[config.mk]
export PLATFORM = sky130hd
export DESIGN_NAME = scheduled_scene_table_matcher
export DESIGN_NICKNAME = d
export VERILOG_FILES = /design/src/hw/rtl/sstm_pkg.sv /design/src/hw/rtl/sstm_front.sv /design/src/hw/rtl/sstm_back.sv /design/src/hw/rtl/scheduled_scene_table_matcher.sv
export SDC_FILE = /design/constraint.sdc
export NUM_CORES = 2
export LEC_CHECK = 0
export BUFFER_PORTS_ARGS = -buffer_cell sky130_fd_sc_hd__clkbuf_2
export CAP_MARGIN = 20
export CORE_ASPECT_RATIO = 0.75
export CORE_MARGIN = 2
export CORE_UTILIZATION = 40
export DETAILED_ROUTE_END_ITERATION = 16
export MAX_ROUTING_LAYER = met4
export PLACE_DENSITY_LB_ADDON = 0.25
export SLEW_MARGIN = 20
export SYNTH_ARGS = -nofsm -noshare
export SYNTH_HDL_FRONTEND = slang
export SYNTH_MEMORY_MAX_BITS = 65536
export SYNTH_SLANG_ARGS = --single-unit
[constraint.sdc]
create_clock -name clk_i -period 17.8 [get_ports clk_i]
set_input_delay 1.78 -clock clk_i [delete_from_list [all_inputs] [get_ports clk_i]]
set_output_delay 1.78 -clock clk_i [all_outputs]
set_load 0.01 [all_outputs]
[src/hw/rtl/sstm_pkg.sv]
package sstm_pkg;

  localparam int unsigned TableDepth = 32;
  localparam int unsigned IdxW = $clog2(TableDepth);
  localparam int unsigned CntW = $clog2(TableDepth + 1);
  localparam logic [15:0] AllId = 16'hFFFF;
  localparam logic [7:0] AnySel = 8'hFF;
  localparam logic [15:0] MinPerHour = 16'd60;

  typedef enum logic [2:0] {
    KindAdd = 3'd0,
    KindEnable = 3'd1,
    KindDelete = 3'd2,
    KindMinute = 3'd3,
    KindPowerOn = 3'd4
  } kind_e;

  typedef enum logic [3:0] {
    StAdded = 4'd0,
    StEdited = 4'd1,
    StFull = 4'd2,
    StEnabled = 4'd3,
    StSwitched = 4'd4,
    StNotFound = 4'd5,
    StDeleted = 4'd6,
    StAllDeleted = 4'd7,
    StFired = 4'd8,
    StNoneFired = 4'd9,
    StInvalidId = 4'd10
  } status_e;

  typedef enum logic [2:0] {
    ExIdle,
    ExScan,
    ExMove,
    ExDone
  } exec_state_e;

  typedef struct packed {
    logic [2:0] kind;
    logic [15:0] target_id;
    logic enable_flag;
    logic [31:0] start_day;
    logic [31:0] stop_day;
    logic [7:0] month_sel;
    logic [7:0] day_sel;
    logic [7:0] weekday_mask;
    logic [7:0] hour_sel;
    logic [7:0] minute_sel;
    logic [7:0] relay_level;
    logic [7:0] dim_percent;
  } req_t;

  typedef struct packed {
    logic [3:0] status;
    logic [15:0] active_id;
    logic [7:0] active_dim;
    logic [7:0] active_relay;
    logic [5:0] scene_count;
  } rsp_t;

  // one stored scene
  typedef struct packed {
    logic [15:0] id;
    logic en;
    logic [31:0] start_day;
    logic [31:0] stop_day;
    logic [7:0] month;
    logic [7:0] mday;
    logic [7:0] wmask;
    logic [7:0] hour;
    logic [7:0] minute;
    logic [7:0] relay;
    logic [7:0] dim;
  } entry_t;

  // classified request handed from front to back
  typedef struct packed {
    req_t req;
    logic bad_id;
    logic all_id;
    logic [2:0] wpos;
    logic wpos_ok;
  } job_t;

endpackage

[src/hw/rtl/sstm_front.sv]
module sstm_front (
  input logic clk_i,
  input logic rst_ni,
  input logic req_valid_i,
  output logic req_stall_o,
  input sstm_pkg::req_t req_i,
  output logic job_valid_o,
  input logic job_stall_i,
  output sstm_pkg::job_t job_o
);

  // two-entry queue
  sstm_pkg::job_t q_q [2];
  logic rd_q, wr_q;
  logic [1:0] cnt_q;
  sstm_pkg::job_t job_d;
  logic push, pop;

  always_comb begin
    job_d.req = req_i;
    job_d.bad_id = (req_i.kind <= sstm_pkg::KindDelete) && (req_i.target_id == 16'd0);
    job_d.all_id = req_i.target_id == sstm_pkg::AllId;
    job_d.wpos = (req_i.weekday_mask == 8'd0) ? 3'd6 : 3'(req_i.weekday_mask - 8'd1);
    job_d.wpos_ok = (req_i.weekday_mask == 8'd0) || (req_i.weekday_mask <= 8'd8);
  end

  assign req_stall_o = cnt_q == 2'd2;
  assign push = req_valid_i && !req_stall_o;
  assign pop = job_valid_o && !job_stall_i;
  assign job_valid_o = cnt_q != 2'd0;

  always_comb begin
    job_o = q_q[rd_q];
  end

  always_ff @(posedge clk_i or negedge rst_ni) begin
    if (!rst_ni) begin
      rd_q <= 1'b0;
      wr_q <= 1'b0;
      cnt_q <= 2'd0;
    end else begin
      if (push) wr_q <= ~wr_q;
      if (pop) rd_q <= ~rd_q;
      cnt_q <= cnt_q + 2'(push) - 2'(pop);
    end
  end

  always_ff @(posedge clk_i) begin
    if (push) begin
      q_q[wr_q] <= job_d;
    end
  end

endmodule

[src/hw/rtl/sstm_back.sv]
module sstm_back (
  input logic clk_i,
  input logic rst_ni,
  input logic job_valid_i,
  output logic job_stall_o,
  input sstm_pkg::job_t job_i,
  input logic [15:0] now_i,
  output logic rsp_valid_o,
  input logic rsp_stall_i,
  output sstm_pkg::rsp_t rsp_o
);

  sstm_pkg::entry_t mem [sstm_pkg::TableDepth];

  sstm_pkg::exec_state_e state_q, state_d;
  logic [sstm_pkg::CntW-1:0] held_q, held_d;
  logic sched_q, sched_d;
  logic [7:0] last_min_q, last_min_d;
  logic [sstm_pkg::CntW-1:0] idx_q, idx_d;
  logic found_q, found_d;
  logic [sstm_pkg::IdxW-1:0] hit_q, hit_d;
  logic [15:0] best_q, best_d;
  sstm_pkg::rsp_t res_q, res_d;
  logic rv_q, rv_d;
  sstm_pkg::entry_t rd_q;
  logic rd_en;
  logic [sstm_pkg::IdxW-1:0] rd_addr;
  logic wr_en;
  logic [sstm_pkg::IdxW-1:0] wr_addr;
  sstm_pkg::entry_t wr_data;
  logic rd_ok_q, rd_ok_d;

  sstm_pkg::req_t r;
  logic date_ok, time_ok;
  logic [15:0] t;
  logic wbit;
  sstm_pkg::entry_t new_e;

  assign r = job_i.req;
  assign rsp_valid_o = rv_q;
  assign rsp_o = res_q;

  always_comb begin
    new_e.id = r.target_id;
    new_e.en = r.enable_flag;
    new_e.start_day = r.start_day;
    new_e.stop_day = r.stop_day;
    new_e.month = r.month_sel;
    new_e.mday = r.day_sel;
    new_e.wmask = r.weekday_mask;
    new_e.hour = r.hour_sel;
    new_e.minute = r.minute_sel;
    new_e.relay = r.relay_level;
    new_e.dim = r.dim_percent;
    wbit = job_i.wpos_ok && rd_q.wmask[job_i.wpos];
    date_ok = rd_q.en && rd_q.start_day <= r.start_day && rd_q.stop_day >= r.start_day
      && (rd_q.month == sstm_pkg::AnySel || rd_q.month == r.month_sel)
      && (rd_q.mday == sstm_pkg::AnySel || rd_q.mday == r.day_sel)
      && (rd_q.wmask == sstm_pkg::AnySel || wbit);
    time_ok = (rd_q.hour == sstm_pkg::AnySel || rd_q.hour == r.hour_sel)
      && (rd_q.minute == sstm_pkg::AnySel || rd_q.minute == r.minute_sel);
    t = 16'(rd_q.hour) * sstm_pkg::MinPerHour + 16'(rd_q.minute);
  end

  always_ff @(posedge clk_i or negedge rst_ni) begin
    if (!rst_ni) begin
      state_q <= sstm_pkg::ExIdle;
      held_q <= '0;
      sched_q <= 1'b0;
      last_min_q <= 8'd0;
      rv_q <= 1'b0;
      rd_ok_q <= 1'b0;
    end else begin
      state_q <= state_d;
      held_q <= held_d;
      sched_q <= sched_d;
      last_min_q <= last_min_d;
      rv_q <= rv_d;
      rd_ok_q <= rd_ok_d;
    end
  end

  always_ff @(posedge clk_i) begin
    idx_q <= idx_d;
    found_q <= found_d;
    hit_q <= hit_d;
    best_q <= best_d;
    res_q <= res_d;
    if (rd_en) rd_q <= mem[rd_addr];
    if (wr_en) mem[wr_addr] <= wr_data;
  end

  always_comb begin
    state_d = state_q;
    held_d = held_q;
    sched_d = sched_q;
    last_min_d = last_min_q;
    idx_d = idx_q;
    found_d = found_q;
    hit_d = hit_q;
    best_d = best_q;
    res_d = res_q;
    rv_d = rv_q && rsp_stall_i;
    rd_en = 1'b0;
    rd_addr = idx_q[sstm_pkg::IdxW-1:0];
    rd_ok_d = 1'b0;
    wr_en = 1'b0;
    wr_addr = hit_q;
    wr_data = new_e;
    job_stall_o = 1'b1;
    case (state_q)
      sstm_pkg::ExIdle: begin
        if (job_valid_i && !rv_q) begin
          idx_d = '0;
          found_d = 1'b0;
          best_d = 16'd0;
          res_d = '0;
          res_d.status = sstm_pkg::StNoneFired;
          state_d = sstm_pkg::ExScan;
          if (job_i.bad_id) begin
            res_d.status = sstm_pkg::StInvalidId;
            state_d = sstm_pkg::ExDone;
          end else if (r.kind == sstm_pkg::KindEnable && job_i.all_id) begin
            sched_d = r.enable_flag;
            res_d.status = sstm_pkg::StSwitched;
            state_d = sstm_pkg::ExDone;
          end else if (r.kind == sstm_pkg::KindDelete && job_i.all_id) begin
            held_d = '0;
            res_d.status = sstm_pkg::StAllDeleted;
            state_d = sstm_pkg::ExDone;
          end else if (r.kind == sstm_pkg::KindMinute) begin
            last_min_d = r.minute_sel;
            if (!sched_q || r.minute_sel == last_min_q) state_d = sstm_pkg::ExDone;
          end else if (r.kind == sstm_pkg::KindPowerOn) begin
            if (!sched_q) state_d = sstm_pkg::ExDone;
          end else if (r.kind > sstm_pkg::KindPowerOn) begin
            state_d = sstm_pkg::ExDone;
          end
        end
      end
      sstm_pkg::ExScan: begin
        // read issue for idx, evaluate previous read
        if (rd_ok_q) begin
          case (r.kind)
            sstm_pkg::KindMinute: begin
              if (date_ok && time_ok && !found_d) begin
                found_d = 1'b1;
                res_d.status = sstm_pkg::StFired;
                res_d.active_id = rd_q.id;
                res_d.active_dim = rd_q.dim;
                res_d.active_relay = rd_q.relay;
              end
            end
            sstm_pkg::KindPowerOn: begin
              if (date_ok && best_q <= t && t <= now_i) begin
                best_d = t;
                res_d.status = sstm_pkg::StFired;
                res_d.active_id = rd_q.id;
                res_d.active_dim = rd_q.dim;
                res_d.active_relay = rd_q.relay;
              end
            end
            default: begin
              if (rd_q.id == r.target_id && !found_d) begin
                found_d = 1'b1;
                hit_d = sstm_pkg::IdxW'(idx_q - 1'b1);
              end
            end
          endcase
        end
        if (idx_q < held_q && !found_d) begin
          rd_en = 1'b1;
          rd_ok_d = 1'b1;
          idx_d = idx_q + 1'b1;
        end else if (!rd_ok_q || found_d || idx_q >= held_q) begin
          if (!(rd_ok_q && !found_d && idx_q < held_q)) begin
            state_d = sstm_pkg::ExDone;
            case (r.kind)
              sstm_pkg::KindAdd: begin
                if (found_d) begin
                  wr_en = 1'b1;
                  wr_addr = hit_d;
                  res_d.status = sstm_pkg::StEdited;
                end else if (held_q >= sstm_pkg::CntW'(sstm_pkg::TableDepth)) begin
                  res_d.status = sstm_pkg::StFull;
                end else begin
                  wr_en = 1'b1;
                  wr_addr = held_q[sstm_pkg::IdxW-1:0];
                  held_d = held_q + 1'b1;
                  res_d.status = sstm_pkg::StAdded;
                end
              end
              sstm_pkg::KindEnable: begin
                if (found_d) begin
                  rd_en = 1'b1;
                  rd_addr = hit_d;
                  res_d.status = sstm_pkg::StEnabled;
                  state_d = sstm_pkg::ExMove;
                end else res_d.status = sstm_pkg::StNotFound;
              end
              sstm_pkg::KindDelete: begin
                if (found_d) begin
                  rd_en = 1'b1;
                  rd_addr = sstm_pkg::IdxW'(held_q - 1'b1);
                  held_d = held_q - 1'b1;
                  res_d.status = sstm_pkg::StDeleted;
                  state_d = sstm_pkg::ExMove;
                end else res_d.status = sstm_pkg::StNotFound;
              end
              default: ;
            endcase
          end
        end
      end
      sstm_pkg::ExMove: begin
        wr_en = 1'b1;
        wr_addr = hit_q;
        wr_data = rd_q;
        if (r.kind == sstm_pkg::KindEnable) wr_data.en = r.enable_flag;
        state_d = sstm_pkg::ExDone;
      end
      sstm_pkg::ExDone: begin
        job_stall_o = 1'b0;
        res_d.scene_count = 6'(held_q);
        rv_d = 1'b1;
        state_d = sstm_pkg::ExIdle;
      end
      default: state_d = sstm_pkg::ExIdle;
    endcase
  end

endmodule

[src/hw/rtl/scheduled_scene_table_matcher.sv]
// a result follows the entry scan (one table entry read per cycle) and, for enable and
// delete, a move step (ExMove) that rewrites one entry; requests are handled one at a
// time, and a new scan starts only once the previous result has been taken
// a two-deep queue parts the request side from the scan engine
// reset: asynchronous active low; table empty, schedule off, last minute zero
module scheduled_scene_table_matcher (
  input logic clk_i,
  input logic rst_ni,
  input logic in_valid_i,
  output logic in_stall_o,
  input sstm_pkg::req_t in_data_i,
  output logic out_valid_o,
  input logic out_stall_i,
  output sstm_pkg::rsp_t out_data_o
);

  logic job_valid, job_stall;
  sstm_pkg::job_t job;
  logic [15:0] now;

  sstm_front u_front (
    .clk_i(clk_i), .rst_ni(rst_ni),
    .req_valid_i(in_valid_i), .req_stall_o(in_stall_o), .req_i(in_data_i),
    .job_valid_o(job_valid), .job_stall_i(job_stall), .job_o(job)
  );

  assign now = 16'(job.req.hour_sel) * sstm_pkg::MinPerHour + 16'(job.req.minute_sel);

  sstm_back u_back (
    .clk_i(clk_i), .rst_ni(rst_ni),
    .job_valid_i(job_valid), .job_stall_o(job_stall), .job_i(job), .now_i(now),
    .rsp_valid_o(out_valid_o), .rsp_stall_i(out_stall_i), .rsp_o(out_data_o)
  );

endmodule

---- Word-level counts from Yosys, hierarchy flattened ----
Memories as Yosys holds them, arrays and structs flattened. A register that Yosys moved wholly into a read port is not among the register bits.
Cells that the tools add are included.
storage, ports and cells
  memories ................................ 2
  output and inout port bits .............. 44
  bits of input ports ..................... 144
  RAM bits ................................ 4676
  logic and storage cells ................. 242
  bits in registers ....................... 94
cells by class
  order comparisons ....................... 11
  $mul .................................... 2
  equal/unequal tests ..................... 38
  mux-type cells .......................... 102
  reductions and logical operators ........ 55
  add/subtract/negate cells ............... 9
  bitwise logic cells ..................... 5
memory list
  memory       depth  bits a word  rd ports  clocked after Yosys merged registers in  wr ports  line              text
  u_back.mem   32     137          1         1                                        1         sstm_back.sv:13   sstm_pkg::entry_t mem [sstm_pkg::TableDepth];
  u_front.q_q  2      146          1         0                                        1         sstm_front.sv:13  sstm_pkg::job_t q_q [2];
operator list
  operator                                                              count
  36-bit case mux with 2 select lines                                   2
  137-bit 2-to-1 mux                                                    1
  36-bit 2-to-1 mux                                                     3
  5-bit 2-to-1 mux                                                      16
  6-bit 2-to-1 mux                                                      12
  16-bit 2-to-1 mux                                                     4
  6-bit case mux with 2 select lines                                    4
  42-bit 2-to-1 mux                                                     1
  8-bit equality test                                                   5
  8-bit equality test (second input constant)                           5
  3-bit 2-to-1 mux                                                      12
  32-bit >= comparator                                                  1
  32-bit less-or-equal comparator                                       1
  16-bit case mux with 2 select lines                                   1
  14-bit by 8-bit adder with 15-bit output                              2
  4-bit 2-to-1 mux                                                      7
  1-bit 2-to-1 mux                                                      27
  8-bit by 4-bit multiplier with 12-bit output (second input constant)  2
  1-bit logical AND                                                     22
  16-bit equality test                                                  1
  16-bit equality test (second input constant)                          1
  16-bit by 15-bit less-or-equal comparator with 1-bit output           1
  16-bit less-or-equal comparator                                       1
  16-bit zero test                                                      1
  41 further kinds                                                      89

---- Longest topological paths before layout ----
An unclocked memory read counts as a cell.
  depth in word-level cells ............... 22
  depth in mapped cells ................... 31
  depth with buffers taken out ............ 26

---- Hierarchy ----
Synthesis repeated with hierarchy kept, for this count alone.
unflattened totals
  cell total of the unflattened synthesis .. 12988
  area total of the unflattened synthesis .. 201040.3 µm²
modules (own cells, without submodules)
  module                         seq. area each (µm²)  area an instance (µm²)  cells an instance  times used
  sstm_back                      138307.6              189043.8                12365              1
  sstm_front                     8868.5                10864.2                 497                1
  scheduled_scene_table_matcher  0.0                   1132.3                  126                1

---- Least setup slack after synthesis ----
OpenSTA, ideal clock, no wires.
  path kind ............................... flip-flop to flip-flop
  start point ............................. register u_front.rd_q
  end point ............................... memory u_back.mem[12][0] in the netlist's numbering (enable)
  setup slack ............................. 6.069 ns
  arrival ................................. 11.082 ns
  setup time .............................. 0.649 ns
  clock period less this slack ............ 11.731 ns
  stages on the path, launching flop included .. 23
  path buffers ............................ 9
  data required time ...................... 17.151 ns
  path through ............................ dfrtp_1 > buf_4 > buf_6 > buf_6 > buf_4 > buf_2 > clkbuf_1 > buf_1 > mux2i_1 > ha_1 > a21o_1 > a21o_1 > a21oi_1 > o21ai_0 > a31o_2 > a21oi_1 > a311oi_1 > or2_1 > buf_2 > and4_1 > or4b_2 > clkbuf_1 > nor2b_1
on the way
  longest elaborated chain between the ends .. 22
  elaborated cells on any way between the ends .. 57
  classes of those cells .................. order compare (2); eq/ne (7); mux (24); reduce/logical (23); memory (1)
ends and longest elaborated chain
  element                                 line                                text
  start, declared                         sstm_front.sv:14                    logic rd_q, wr_q;
  start signal, assigned                  sstm_front.sv:43                    if (pop) rd_q <= ~rd_q;
  memory 2 x 146 bit *                    n/a
  32-bit less-or-equal comparator         sstm_back.sv:56                     date_ok = rd_q.en && rd_q.start_day <= r.start_day && rd_q.stop_day >= r.start_day
  1-bit logical AND (2 in series)         sstm_back.sv:56
  1-bit logical AND                       sstm_back.sv:57                     && (rd_q.month == sstm_pkg::AnySel || rd_q.month == r.month_sel)
  1-bit logical AND                       sstm_back.sv:58                     && (rd_q.mday == sstm_pkg::AnySel || rd_q.mday == r.day_sel)
  1-bit logical AND                       sstm_back.sv:59                     && (rd_q.wmask == sstm_pkg::AnySel || wbit);
  1-bit logical AND (2 in series)         sstm_back.sv:146                    if (date_ok && time_ok && !found_d) begin
  1-bit 2-to-1 mux                        sstm_back.sv:146
  [... 3 more ...]                        n/a
  1-bit zero test                         sstm_back.sv:171, sstm_back.sv:176
  1-bit logical AND (2 in series)         sstm_back.sv:176                    if (!(rd_ok_q && !found_d && idx_q < held_q)) begin
  1-bit 2-to-1 mux                        sstm_back.sv:176
  1-bit 2-to-1 mux                        sstm_back.sv:175                    end else if (!rd_ok_q || found_d || idx_q >= held_q) begin
  1-bit 2-to-1 mux                        sstm_back.sv:171                    if (idx_q < held_q && !found_d) begin
  1-bit case mux with 2 select lines      sstm_back.sv:111                    case (state_q)
  1-bit 2-to-1 mux                        sstm_back.sv:90                     if (wr_en) mem[wr_addr] <= wr_data;
  1-bit 2-to-1 mux (implied by the code)  sstm_back.sv:90
  end, declared                           sstm_back.sv:13
Every way passes the cells marked *; elsewhere a longest branch is shown, timed or not. The select of a mux whose other input is x is not followed.

---- Final worst setup path ----
  start point ............................. register u_front.rd_q
  end point ............................... memory u_back.mem[4][113] in the netlist's numbering (enable)
The elaborated chain is that of the path after synthesis.

==> results.py <==
metrics = {
    "worst_setup_path": {
        "slowest_delay_ns": 0.99,
        "crit_type": "reg -> reg",
        "crit_arrival_ns": 10.41,
        "critPathRequiredTime_ns": 18.43,
        "cp_max_fo": 50,
        "cp-start-kind": "flop",
        "cp_cell_sequence": "buf_12 -> buf_4 -> mux2i_1 -> ha_1 -> nand4_1 -> nor4_1 -> nand2_1 -> o211a_1 -> a311oi_2 -> or2_1 -> nor3_1 -> or4b_2 -> nor2b_4 -> buf_4 -> buf_4",
        "critPathSlowestCell": "a311oi_2",
        "cp_common_cell": "buf_4",
        "crit_path_end_kind": "flop",
    },
    "global_route": {
        "grt.total_usage": 0.2332,
        "antenna_found_initial": 28,
        "grt_max_degree": 164,
        "grt.overflow.total": 0,
        "grt_pass1_vias": 114200,
        "grt_pass1_wl_um": 836200,
    },
    "power": {
        "seqPwrFrac": 0.378,
        "ir_drop_v": 0.0003701,
        "finalPower_uw": 43210,
        "p_per_area_nw_per_um2": 195.3,
        "p_sw_uw": 17210,
        "netSwitchingFraction": 0.3983,
        "p_comb_frac": 0.396,
        "p_leak_uw": 0.07572,
        "pwr-share-clk": 0.227,
        "p_int_uw": 26000,
    },
    "placement": {
        "dpl-instance-area_um2": 206200,
        "io_buffer_count": 187,
        "dp_slack_ns": 8.087,
        "gp_congestion": 0.8478,
        "hpwl_um": 307300,
    },
    "sta": {
        "worst_pin_slew_ns": 1.191,
        "fmaxAchievable_mhz": 102.2,
        "fin_worst_skew_ns": 0.05978,
        "fin_crit_ns": 9.782,
        "fin_crit_sh": 0.5496,
        "rsz0062_at_grt": "no",
        "fin_tns_setup_ns": 0,
        "finalHoldViolations": 0,
        "relSlewSlack": 0.2061,
        "setup_viol_count_final": 0,
        "setup_slack_ns": 8.018,
        "drv_slew": 0,
    },
    "final_layout": {
        "area_growth_pct": 12.46,
        "final_area_um2": 221300,
        "drive_gt1_frac": 0.09168,
        "post-route-util": 0.4509,
        "fin_nets": 15050,
    },
    "run_status": {
        "status": "complete, no violations",
    },
    "synth": {
        "ys_warn_count": 0,
        "synth.most_common_cell": "edfxtp_1",
        "synth_cells": 14670,
        "synthFlopType": "edfxtp_1",
        "yosysTopAreaCellShare": 0.7451,
        "ys_seq_area_frac": 0.7480,
        "synth_fp_nets": 15000,
        "netlist_area_um2": 196800,
        "synth-async-reset-ratio": 0.004689,
        "synth-seq-cells": 4905,
        "netlist_top_cells_area": "edfxtp_1 75%, nand2_1 6.7%, nand3_1 3.5%",
        "synth_common_cells": "4,882 x edfxtp_1, 3,488 x nand2_1, 1,376 x nand3_1, 1,241 x a21oi_1, 569 x clkbuf_1",
        "synth_edf_count": 4882,
        "syn_avg_cell_area_um2": 13.41,
        "synth_top_area_cell": "edfxtp_1",
        "synth.distinct_cells": 79,
    },
    "clocking": {
        "cts_tree": "built",
        "cts.sinks": 4905,
        "cts_buffer_depth": 4,
        "cts_buffers": 475,
        "cts_root_buffer": "clkbuf_16",
        "ctsHoldBuffers": 0,
        "clkSlewWorstSetupHoldPaths_ns": 0.06,
        "insertion_delay_ns": 1.05,
        "cts-resized-gates": 0,
        "cts_htree_levels": 5,
        "post_cts_buffers": 0,
    },
    "route": {
        "wl_um": 580600,
        "antenna_left": 0,
        "dr.pass1.iters": 6,
        "via_per_inst": 5.691,
        "post_drt_wl_per_cell_um": 26.80,
        "drc_errors": 0,
        "num_vias": 123300,
        "drt_iter0_markers": 16280,
    },
    "die": {
        "ios": 188,
        "die_area_um2": 497600,
        "rows": 223,
        "die_w_um": 813.9,
        "core_area_um2": 490800,
        "start_util": 0.4009,
        "die_y_um": 611.4,
    },
    "job": {
        "cap_viol_max_count": 0,
    },
    "worst_hold_path": {
        "hp-class": "reg -> reg",
    },
}
-- logic make-up (layout without fill, tap and decap cells) --
family / after synthesis / in the layout / synth area share
muxes: 318 / 318 / 0.01648
buffers and inverters: 1064 / 1521 / 0.02259
xor gates and xnor gates: 105 / 105 / 0.004674
AOI/OAI and AO/OA: 1920 / 1920 / 0.05504
DFF: 4905 / 4905 / 0.7480
and+or+nand+nor: 6175 / 6175 / 0.1404
adders and majority gates: 184 / 184 / 0.01277
other: 0 / 10 / 0
-- flip-flops by register name, indices dropped and copies added (netlist names), 2 cells and up --
register,cells
u_back.last_min_q,8
u_back.hit_q,5
u_back.state_q,2
u_back.rsp_o,42
u_front.cnt_q,2
u_back.best_q,15
u_back.mem,4384
u_front.q_q,292
u_back.idx_q,6
u_back.held_q,6
u_back.rd_q,137
-- critical path, delay by kind of cell (launching register included) --
kind                       cells  cell delay (ns)
buffers and inverters          4             2.97
muxes                          1             0.48
AOI/OAI and AO/OA              2             1.26
and+or+nand+nor                7             3.34
adders and majority gates      1             0.23
DFF                            1             0.82
-- final timing paths --
check | startpoint | to | slack [ns] | cells after the start
setup / recovery | u_front.rd_q | u_back.mem[4][113] | 8.02 | 15
hold / removal | u_front.cnt_q[1] | u_front.cnt_q[1] | 0.50 | 1
setup reg to reg | u_front.rd_q | u_back.mem[4][113] | 8.02 | 15
hold reg to reg | u_front.cnt_q[1] | u_front.cnt_q[1] | 0.50 | 1
max in group asynchronous | rst_ni | u_front.rd_q | 16.46 | 1
min in group asynchronous | rst_ni | u_back.last_min_q[0] | 0.80 | 1
-- final cells by class --
type	count	area, um^2
diodes	10	25.02
clock buffers	584	12450
clock inverters	297	2382
fillers	43400	269500
inverters	122	465.4
multi-input cells	8702	46500
flip-flops and latches	4905	147200
well taps	6525	8164
repair buffers	518	4115
-- placed cells by master (no fill, tap or decap), drive strengths merged, types with 6 or more instances in the layout --
cell / count
nand2b: 8
o21a: 13
nand4: 184
a21oi: 1242
and4: 7
nor2: 184
mux2i: 291
o21bai: 14
nand2: 3488
clkinv: 238
xnor2: 72
ha: 156
clkbuf: 772
buf: 330
a31oi: 277
dfrtp: 23
diode: 10
a21o: 51
o211ai: 144
xor2: 33
or4: 136
inv: 140
a22oi: 6
a221oi: 13
o21ai: 93
nand3: 1379
clkinvlp: 11
nor4: 152
nor2b: 22
edfxtp: 4882
and2: 35
and3: 280
or3: 7
o22ai: 8
fa: 28
a32oi: 8
nor3: 281
bufinv: 30
o31ai: 6
mux2: 25
-- routing by layer --
layer / part of all wire / vias up / wire length [um] / GRT usage
li1: - / 54540 / - / -
met1: 0.45 / 62320 / 259700 / 0.3514
met2: 0.44 / 5653 / 253800 / 0.3348
met3: 0.091 / 780 / 52720 / 0.03234
met4: 0.025 / 0 / 14380 / 0.05621
met5: 0 / - / 0 / -
-- through the flow --
stage | instances | hold WS (ns)
after floorplan | 14670 | 0.4608
after global placement | 20760 | 0.4882
after detailed placement | 20760 | 0.4892
after CTS | 21650 | 0.5013
after global routing | 21660 | 0.5319
final | 21660 | 0.5029
-- power groups by stage --
stage | clock network (uW) | logic (uW) | registers, uW
2_1_floorplan | 0 | 10600 | 16600
3_3_place_gp | 0 | 16700 | 16600
3_5_place_dp | 0 | 16800 | 16600
4_1_cts | 9920 | 16900 | 16300
5_1_grt | 10400 | 18700 | 16400
6_report | 9790 | 17100 | 16300
Note: power is estimated with default switching activity, not from simulation.
